$ cat src/sv/psob_pkg.sv
// ----------------------------------------------------------------------------
// Premultiplied source-over blend: shared package
// Widths, register indexes and selection codes used by the blend pipeline.
// ----------------------------------------------------------------------------
package psob_pkg;

  localparam int PIX_W   = 32;
  localparam int CHAN_W  = 8;
  localparam int ALPHA_W = 9;
  localparam int NUM_CHAN = PIX_W / CHAN_W;

  localparam logic [ALPHA_W-1:0] ALPHA_FULL = 9'd256;
  localparam logic [CHAN_W-1:0]  BYTE_MAX   = 8'd255;
  localparam logic [CHAN_W-1:0]  ROUND_HALF = 8'h80;

  // configuration register indexes
  localparam logic REG_GLOBAL_ALPHA = 1'b0;
  localparam logic REG_OPAQUE_MODE  = 1'b1;

  typedef logic [PIX_W-1:0]  pixel_t;
  typedef logic [CHAN_W-1:0] chan_t;

  // what the last stage returns
  typedef logic [1:0] kind_t;
  localparam kind_t KIND_BLEND = 2'd0;
  localparam kind_t KIND_SRC   = 2'd1;
  localparam kind_t KIND_DST   = 2'd2;

endpackage

$ cat src/sv/premultiplied_source_over_blend.sv
// ----------------------------------------------------------------------------
// Premultiplied source-over blend
// Four-stage pipeline blending one premultiplied ARGB32 pixel pair a cycle when not stalled.
// ----------------------------------------------------------------------------
// Blends a premultiplied ARGB32 source word over a destination word, giving
// src + dst * (255 - src_alpha) / 255 per channel after the source has been
// scaled by a global alpha of 0..256 (values above 256 act as 256). At 256
// the source is used as it stands: an opaque source (or any source when the
// opaque source mode is set) is copied, an all-zero source leaves the
// destination unchanged. At 0 the destination passes through. The block
// takes one word every clock while pixel_stall is low and passes it through
// decode, source scale, destination scale and final add, one register stage
// each, before presenting the result on the output. The two scale stages
// are each built around one bank of four 8x8 byte multipliers and the final
// add stage around the 32-bit add. Every stage holds its own valid bit,
// so a stall on the result side only backs up as far as the first empty
// stage. Write the configuration registers only while the pipeline is empty.
// ----------------------------------------------------------------------------
module premultiplied_source_over_blend (
  input  logic                            clk,
  input  logic                            rst,

  // configuration write port
  input  logic                            cfg_write,
  input  logic                            cfg_index,
  input  logic [psob_pkg::ALPHA_W-1:0]    cfg_data,

  // pixel pair words in
  input  logic                            pixel_valid,
  output logic                            pixel_stall,
  input  psob_pkg::pixel_t                source_pixel,
  input  psob_pkg::pixel_t                destination_pixel,

  // blended words out
  output logic                            blend_valid,
  input  logic                            blend_stall,
  output psob_pkg::pixel_t                blended_pixel
);

  // --------------------------------------------------------------------------
  // Configuration registers
  // --------------------------------------------------------------------------
  logic [psob_pkg::ALPHA_W-1:0] global_alpha;
  logic                         opaque_source_mode;

  always_ff @(posedge clk) begin
    if (rst) begin
      global_alpha       <= psob_pkg::ALPHA_FULL;
      opaque_source_mode <= 1'b0;
    end else if (cfg_write) begin
      unique case (cfg_index)
        psob_pkg::REG_GLOBAL_ALPHA: global_alpha       <= cfg_data;
        psob_pkg::REG_OPAQUE_MODE:  opaque_source_mode <= cfg_data[0];
        default: ;
      endcase
    end
  end

  // --------------------------------------------------------------------------
  // Stage enables: a stage loads when it is empty or its successor moves on
  // --------------------------------------------------------------------------
  logic v1, v2, v3, v4;
  logic en1, en2, en3, en4;

  assign en4 = !v4 || !blend_stall;
  assign en3 = !v3 || en4;
  assign en2 = !v2 || en3;
  assign en1 = !v1 || en2;

  assign pixel_stall = !en1;

  always_ff @(posedge clk) begin
    if (rst) begin
      v1 <= 1'b0;
      v2 <= 1'b0;
      v3 <= 1'b0;
      v4 <= 1'b0;
    end else begin
      if (en1) v1 <= pixel_valid;
      if (en2) v2 <= v1;
      if (en3) v3 <= v2;
      if (en4) v4 <= v3;
    end
  end

  // --------------------------------------------------------------------------
  // Stage 1: decode the case and work out the source scale factor
  // --------------------------------------------------------------------------
  logic [psob_pkg::ALPHA_W-1:0]     ga_sat;
  logic [2*psob_pkg::CHAN_W:0]      ga_scaled;
  psob_pkg::kind_t                  kind_next;
  logic                             scale_next;

  assign ga_sat = (global_alpha > psob_pkg::ALPHA_FULL) ? psob_pkg::ALPHA_FULL
                                                         : global_alpha;
  // (ga * 255) >> 8; only taken for ga below 256, so bits 15..8 hold it
  assign ga_scaled = (2*psob_pkg::CHAN_W+1)'(ga_sat)
                   * (2*psob_pkg::CHAN_W+1)'(psob_pkg::BYTE_MAX);

  always_comb begin
    kind_next  = psob_pkg::KIND_BLEND;
    scale_next = 1'b0;
    if (ga_sat == psob_pkg::ALPHA_FULL) begin
      if (opaque_source_mode ||
          source_pixel[psob_pkg::PIX_W-1 -: psob_pkg::CHAN_W] == psob_pkg::BYTE_MAX) begin
        kind_next = psob_pkg::KIND_SRC;
      end else if (source_pixel == '0) begin
        kind_next = psob_pkg::KIND_DST;
      end
    end else if (ga_sat == '0) begin
      kind_next = psob_pkg::KIND_DST;
    end else begin
      scale_next = 1'b1;
    end
  end

  psob_pkg::pixel_t s1_src, s1_dst;
  psob_pkg::kind_t  s1_kind;
  logic             s1_scale;
  psob_pkg::chan_t  s1_ca;

  always_ff @(posedge clk) begin
    if (en1) begin
      s1_src   <= source_pixel;
      s1_dst   <= destination_pixel;
      s1_kind  <= kind_next;
      s1_scale <= scale_next;
      s1_ca    <= ga_scaled[2*psob_pkg::CHAN_W-1:psob_pkg::CHAN_W];
    end
  end

  // --------------------------------------------------------------------------
  // Stage 2: scale the source by the global alpha, or pass it as it is
  // --------------------------------------------------------------------------
  psob_pkg::pixel_t src_scaled;

  psob_pix_mul u_src_mul (
    .pixel   (s1_src),
    .alpha   (s1_ca),
    .product (src_scaled)
  );

  psob_pkg::pixel_t s2_src, s2_dst;
  psob_pkg::kind_t  s2_kind;

  always_ff @(posedge clk) begin
    if (en2) begin
      s2_src  <= s1_scale ? src_scaled : s1_src;
      s2_dst  <= s1_dst;
      s2_kind <= s1_kind;
    end
  end

  // --------------------------------------------------------------------------
  // Stage 3: scale the destination by the inverse source alpha
  // --------------------------------------------------------------------------
  psob_pkg::chan_t  inv_alpha;
  psob_pkg::pixel_t dst_scaled;

  assign inv_alpha = psob_pkg::BYTE_MAX - s2_src[psob_pkg::PIX_W-1 -: psob_pkg::CHAN_W];

  psob_pix_mul u_dst_mul (
    .pixel   (s2_dst),
    .alpha   (inv_alpha),
    .product (dst_scaled)
  );

  psob_pkg::pixel_t s3_src, s3_dst, s3_dst_scaled;
  psob_pkg::kind_t  s3_kind;

  always_ff @(posedge clk) begin
    if (en3) begin
      s3_src        <= s2_src;
      s3_dst        <= s2_dst;
      s3_dst_scaled <= dst_scaled;
      s3_kind       <= s2_kind;
    end
  end

  // --------------------------------------------------------------------------
  // Stage 4: final add (one 32-bit add, carries cross channels) and select
  // --------------------------------------------------------------------------
  psob_pkg::pixel_t result_next;

  always_comb begin
    case (s3_kind)
      psob_pkg::KIND_SRC: result_next = s3_src;
      psob_pkg::KIND_DST: result_next = s3_dst;
      default:            result_next = s3_src + s3_dst_scaled;
    endcase
  end

  always_ff @(posedge clk) begin
    if (en4) begin
      blended_pixel <= result_next;
    end
  end

  assign blend_valid = v4;

endmodule

$ cat src/sv/psob_pix_mul.sv
// ----------------------------------------------------------------------------
// Premultiplied source-over blend: pixel by alpha multiply
// Scales each byte lane of a pixel by an 8-bit alpha with rounding:
// t = c * a, result = (t + (t >> 8) + 0x80) >> 8.
// ----------------------------------------------------------------------------
module psob_pix_mul (
  input  psob_pkg::pixel_t pixel,
  input  psob_pkg::chan_t  alpha,
  output psob_pkg::pixel_t product
);

  genvar lane;
  generate
    for (lane = 0; lane < psob_pkg::NUM_CHAN; lane++) begin : g_lane
      logic [2*psob_pkg::CHAN_W-1:0] t;
      logic [2*psob_pkg::CHAN_W:0]   rounded;

      assign t = pixel[lane*psob_pkg::CHAN_W +: psob_pkg::CHAN_W] * alpha;
      // fold the high byte back in so that 255 * c / 255 gives c exactly
      assign rounded = (2*psob_pkg::CHAN_W+1)'(t)
                     + (2*psob_pkg::CHAN_W+1)'(t[2*psob_pkg::CHAN_W-1:psob_pkg::CHAN_W])
                     + (2*psob_pkg::CHAN_W+1)'(psob_pkg::ROUND_HALF);
      assign product[lane*psob_pkg::CHAN_W +: psob_pkg::CHAN_W] =
        rounded[2*psob_pkg::CHAN_W-1:psob_pkg::CHAN_W];
    end
  endgenerate

endmodule
$ cat config.mk
export PLATFORM = sky130hd
export DESIGN_NAME = premultiplied_source_over_blend
export DESIGN_NICKNAME = d
export VERILOG_FILES = /design/src/sv/psob_pkg.sv /design/src/sv/premultiplied_source_over_blend.sv /design/src/sv/psob_pix_mul.sv
export SDC_FILE = /design/constraint.sdc
export NUM_CORES = 2
export LEC_CHECK = 0
export ABC_AREA = 1
export BUFFER_PORTS_ARGS = -buffer_cell sky130_fd_sc_hd__buf_2
export CORE_MARGIN = 10
export CORE_UTILIZATION = 57
export DETAILED_ROUTE_END_ITERATION = 10
export PLACE_DENSITY = 0.74
export SYNTH_ARGS = -nofsm -noshare
export SYNTH_HDL_FRONTEND = slang
export SYNTH_SLANG_ARGS = --single-unit
export TNS_END_PERCENT = 5
$ cat constraint.sdc
create_clock -name clk -period 8.9 [get_ports clk]
set_input_delay 1.78 -clock clk [delete_from_list [all_inputs] [get_ports clk]]
set_output_delay 1.78 -clock clk [all_outputs]
set_load 0.03 [all_outputs]
### After elaboration in Yosys (flattened, before gate mapping)

Cells that the tools add are included.

* add/subtract/negate cells: 18
* multiply operators: 9
* $lt $le $gt $ge: 1
* eq/ne operators: 4
* multiplexer cells: 8
* bitwise gates (word level): 1
* reductions and logical operators: 15

Operator list (count)
* $add A16 B8 Y16: 8
* $add A16 B8 Y16 const B: 8
* $mul A8 B8 Y16: 8
* $pmux W32 S2: 1
* $add A32 B32 Y32: 1
* $logic_not A32 Y1: 1
* $mux W32: 1
* $mul A9 B8 Y16 const B: 1
* $eq A9 B9 Y1 const B: 1
* $gt A9 B9 Y1 const B: 1
* $logic_not A9 Y1: 1
* $mux W9: 1
* $eq A8 B8 Y1 const B: 1
* $mux W2: 4
* $sub A8 B8 Y8 const A: 1
* $logic_not A1 Y1: 6
* $logic_or A1 B1 Y1: 5
* $reduce_and A2 Y1: 2
* $eq A2 B1 Y1 const B: 1
* $eq A2 B2 Y1 const B: 1
* $mux W1: 1
* $not A1 Y1: 1

* bits in registers: 285
* bits of input ports: 79

### Longest topological paths before layout

* word-level depth: 6
* mapped depth: 33

### Modules after synthesis

A second synthesis with hierarchy kept.

* cell total of the unflattened synthesis: 4802
* area total of the unflattened synthesis: 37056.8 um^2

Modules (own cells, without submodules)
* premultiplied_source_over_blend: times used 1, cells an instance 1237, area each 13975.9 um^2
* psob_pix_mul (u_src_mul): times used 1, cells an instance 1807, area each 11624.9 um^2
* psob_pix_mul (u_dst_mul): times used 1, cells an instance 1758, area each 11456.0 um^2

### Worst setup path before layout

Ideal clock, no wire load.

* kind: input port to flip-flop
* start point: input blend_stall
* end point: register s1_ca[0] (enable)
* arrival time: 8.192 ns
* data required time: 8.471 ns
* slack: 0.279 ns
* stages on the path: 7
* cell sequence: nand2_1 > nor2_1 > inv_1 > nor2_1 > inv_1 > nor2_1 > inv_1

* cells in the longest elaborated chain, start to end: 5

Ends and longest elaborated chain
* start, declared: RTL line premultiplied_source_over_blend.sv:36 `input logic blend_stall,`
* $logic_not A1 Y1: RTL line premultiplied_source_over_blend.sv:65 `assign en4 = !v4 || !blend_stall;`
* $logic_or A1 B1 Y1: RTL line premultiplied_source_over_blend.sv:65
* $logic_or A1 B1 Y1: RTL line premultiplied_source_over_blend.sv:66 `assign en3 = !v3 || en4;`
* via en3: RTL line premultiplied_source_over_blend.sv:63 `logic en1, en2, en3, en4;`
* $logic_or A1 B1 Y1: RTL line premultiplied_source_over_blend.sv:67 `assign en2 = !v2 || en3;`
* via en2: RTL line premultiplied_source_over_blend.sv:63
* $logic_or A1 B1 Y1: RTL line premultiplied_source_over_blend.sv:68 `assign en1 = !v1 || en2;`
* end signal, assigned: RTL line premultiplied_source_over_blend.sv:128 `s1_ca <= ga_scaled[2*psob_pkg::CHAN_W-1:psob_pkg::CHAN_W];`
* end, declared: RTL line premultiplied_source_over_blend.sv:120 `psob_pkg::chan_t s1_ca;`

The timed path passes the listed nets, and every way through them passes these cells.
A chain may end at the register's enable or synchronous reset.

### Final worst setup path

* start point: register s2_src[28]
* end point: register s3_dst_scaled[28] (data pin)

* cells in the longest elaborated chain, start to end: 4

Ends and longest elaborated chain
* start, declared: RTL line premultiplied_source_over_blend.sv:143 `psob_pkg::pixel_t s2_src, s2_dst;`
* start signal, assigned: RTL line premultiplied_source_over_blend.sv:148 `s2_src <= s1_scale ? src_scaled : s1_src;`
* $sub A8 B8 Y8: RTL line premultiplied_source_over_blend.sv:160 `assign inv_alpha = psob_pkg::BYTE_MAX - s2_src[psob_pkg::PIX_W-1 -: psob_pkg::CHAN_W];`
* $mul A8 B8 Y16: RTL line psob_pix_mul.sv:18 `assign t = pixel[lane*psob_pkg::CHAN_W +: psob_pkg::CHAN_W] * alpha;`
* $add A16 B8 Y16: RTL line psob_pix_mul.sv:21 `+ (2*psob_pkg::CHAN_W+1)'(t[2*psob_pkg::CHAN_W-1:psob_pkg::CHAN_W])`
* $add A16 B8 Y16: RTL line psob_pix_mul.sv:22 `+ (2*psob_pkg::CHAN_W+1)'(psob_pkg::ROUND_HALF);`
* via dst_scaled[28]: RTL line premultiplied_source_over_blend.sv:158 `psob_pkg::pixel_t dst_scaled;`
* end signal, assigned: RTL line premultiplied_source_over_blend.sv:175 `s3_dst_scaled <= dst_scaled;`
* end, declared: RTL line premultiplied_source_over_blend.sv:168 `psob_pkg::pixel_t s3_src, s3_dst, s3_dst_scaled;`

The timed path passes the listed nets, and every way through them passes these cells.

==> summary.txt <==
Floorplanning
  • Die Y: 269 um
  • # rows: 91
  • Core area: between 60000 and 70000 um2
  • Die width: 269 um
  • Starting Density: 57.4%
  • Die Footprint: 72200 um2
  • IO Count: 113

Placement
  • GP Congestion: between 0.9 and 1
  • DP Wirelength: roughly 70000 um
  • Setup WS pre-CTS: 2.44 ns
  • Port bufs: 112

Routing
  • Via-to-Cell Ratio: 5.32
  • Via count: 28400
  • DRT Wirelength: 87200 um
  • Pre-antenna DRT Iters: 6
  • Wire per inst: between 15 and 20 um
  • Initial drt markers: 1933
  • Residual DRC: 0
  • Final ANT Viol Nets: 0

Yosys
  • Largest cells by area after synthesis: edfxtp_1 (23%), fa_1 (18%), ha_1 (16%), nand2_1 (11%), inv_1 (11%)
  • Sequential element share of the synthesized area: between 20% and 30%
  • Async SR Flop Fraction: 0%
  • Number of synthesized register bits: 285
  • Synth area leader: edfxtp_1
  • Number of synthesized flops with an enable pin: 271
  • Syn_nets: approximately 5300
  • Average cell area after synthesis: 7.91 um2
  • Synth warnings: 0
  • Ys flop type: edfxtp_1
  • Synth top area share: 23.1%
  • Mapped cell area: 35300 um2
  • Synth Instances: 4461
  • Unique masters post-synth: 53

Timing
  • Final WS setup: 2.33 ns
  • Worst-margin pin slew: 1.28 ns
  • Period Utilization, post-route: between 70% and 80%
  • Fin crit period: 6.57 ns
  • Relative max-transition margin: 14.5%
  • RSZ-0062 raised after global routing: false
  • Final Max Slew Viols: 0
  • Setup violations, final: 0
  • Final Hold Fails: 0
  • Max frequency: 152 MHz
  • Skew final: about 0.027 ns
  • Setup TNS: 0 ns

GRT
  • Initial antenna violation count: 2
  • Total Routing Usage GR: 24.5%
  • Number of global-route vias before repair: approximately 28000
  • Largest net degree at the start of global routing: 71
  • First-pass GRT wire length: 142000 um
  • Total grt overflow: 0

Layout
  • Most frequent cells in the layout: nand2_1 (1042), inv_1 (1033), ha_1 (459), nor2_1 (412), fa_1 (322)
  • Most common library cell in the layout ignoring fill and taps: nand2_1
  • Footprint of the multi-input gates: 22600 um2
  • Sequential cell area: 8420 um2
  • Share of cells above drive strength 1: 5.59%
  • Synthesis-to-layout area growth: 7.51%
  • Nets@finish: 5392
  • Filler Cell Count: 5488

Status
  • Status: finished, final reports clean

Critical path
  • WP data required: 9.22 ns
  • Crit path DAT: 6.89 ns
  • Critical path class: reg -> reg
  • Critical Path Start Type: flip-flop
  • Critical Path Fanout Max: 17
  • Critical Path End Type: flip-flop

Clock tree
  • Post_cts resized: 0
  • Setup Buffers After CTS: 0
  • Worst-skew pair later-pin latency: ~0.60 ns
  • TritonCTS Buffers: 37
  • CTS root buf: clkbuf_16
  • TritonCTS clock tree: yes
  • Hold Buf Count CTS: 0
  • Clock-pin slew on the worst setup and hold paths: 0.06 ns
  • Clock Tree Buf Depth: 3
  • CTS HTree Levels: 2
  • Clock sinks: 285

Min path
  • Worst hold path type: reg -> reg

Job
  • Maxcap violations: 0
-- critical path, stage by stage, from the launching register on --
cell,delay (ns)
edfxtp_1,0.92
buf_4,0.39
nor2_1,0.10
fa_1,0.49
inv_1,0.05
fa_1,0.53
inv_1,0.05
fa_1,0.47
inv_1,0.05
fa_1,0.48
inv_1,0.04
ha_1,0.33
a21oi_1,0.32
o21ai_1,0.14
a21oi_1,0.18
o21ai_1,0.09
xor2_1,0.34
ha_1,0.30
ha_1,0.34
nand2_1,0.08
nor3_1,0.17
nand2_1,0.08
nand2_2,0.14
nand2_1,0.08
xor2_1,0.14
-- kinds of logic after synthesis --
logic type                 share of synthesized area (%)
AOI/OAI and AO/OA                                   5.86
xor gates and xnor gates                            2.54
adders and majority gates                           34.6
buffers and inverters                               12.2
DFF                                                 23.9
other                                             0.0106
and+or+nand+nor                                     21.0
-- synth_stat cells, types with 5 or more instances --
library cell	number
and2_1	5
a22oi_1	5
o21bai_1	13
nor3_1	20
dfxtp_1	14
o21ai_1	12
nor4_1	8
a22o_1	18
xor2_1	43
ha_1	459
edfxtp_1	271
clkbuf_1	98
xor2_2	7
a221oi_1	8
xnor2_1	40
o21ai_0	65
nand2_2	21
nand4_1	50
a21oi_2	5
nor2_1	412
inv_1	1036
a211oi_1	11
inv_2	5
nand3_1	212
nand3b_1	12
and3_1	6
a21boi_0	6
nand2_1	1043
a21oi_1	170
a31oi_1	13
fa_1	322
a21o_1	10
-- stage by stage --
stage          hold WS [ns]  instance area, um2  util, %  instances
2_1_floorplan         0.400               35300        -       4461
3_3_place_gp          0.401               36600     59.5       5283
3_5_place_dp          0.405               36600     59.5       5283
4_1_cts               0.416               37900     61.7       5350
5_1_grt               0.428               37900     61.7       5351
6_report              0.416               37900     61.7       5351
-- final cells by class --
class | instances | area share (%)
Multi-Input combinational cell | 3031 | 59.5
Sequential cell | 285 | 22.2
Inverter | 1043 | 10.3
Tap cell | 790 | 2.61
Clock buffer | 41 | 2.51
Timing Repair Buffer | 134 | 1.91
Clock inverter | 26 | 0.970
Antenna cell | 1 | 0.00660
-- registers in the layout (all words and copies together) (netlist names), 2 cells and up --
name	count
s3_src	32
s2_dst	32
s3_dst_scaled	32
blended_pixel	32
s1_src	32
s1_kind	2
s1_dst	32
s3_dst	32
s1_ca	8
s2_src	32
s2_kind	2
global_alpha	9
s3_kind	2
-- final timing paths --
check | from | end | slack (ns) | depth (start not counted)
min reg2reg | s1_dst[16]$_DFFE_PN_ | s2_dst[16]$_DFFE_PP_ | 0.42 | 0
max reg2reg | s2_src[28]$_DFFE_PP_ | s3_dst_scaled[28]$_DFFE_PP_ | 2.33 | 24
max | s2_src[28]$_DFFE_PP_ | s3_dst_scaled[28]$_DFFE_PP_ | 2.33 | 24
min | s1_dst[16]$_DFFE_PN_ | s2_dst[16]$_DFFE_PP_ | 0.42 | 0
-- routing by layer --
| metal | global-route usage [%] | up-vias | share of wire (%) |
|---|---|---|---|
| li1 | - | 14000 | - |
| met4 | 7.17 | 0 | 2.9 |
| met3 | 3.19 | 166 | 5.9 |
| met5 | 0 | - | 0 |
| met1 | 31.1 | 13500 | 43 |
| met2 | 43.2 | 783 | 48 |
Power is left out: the tool's default activity adds up to more than one toggle a clock period on the data nets, which glitch-free logic cannot reach.
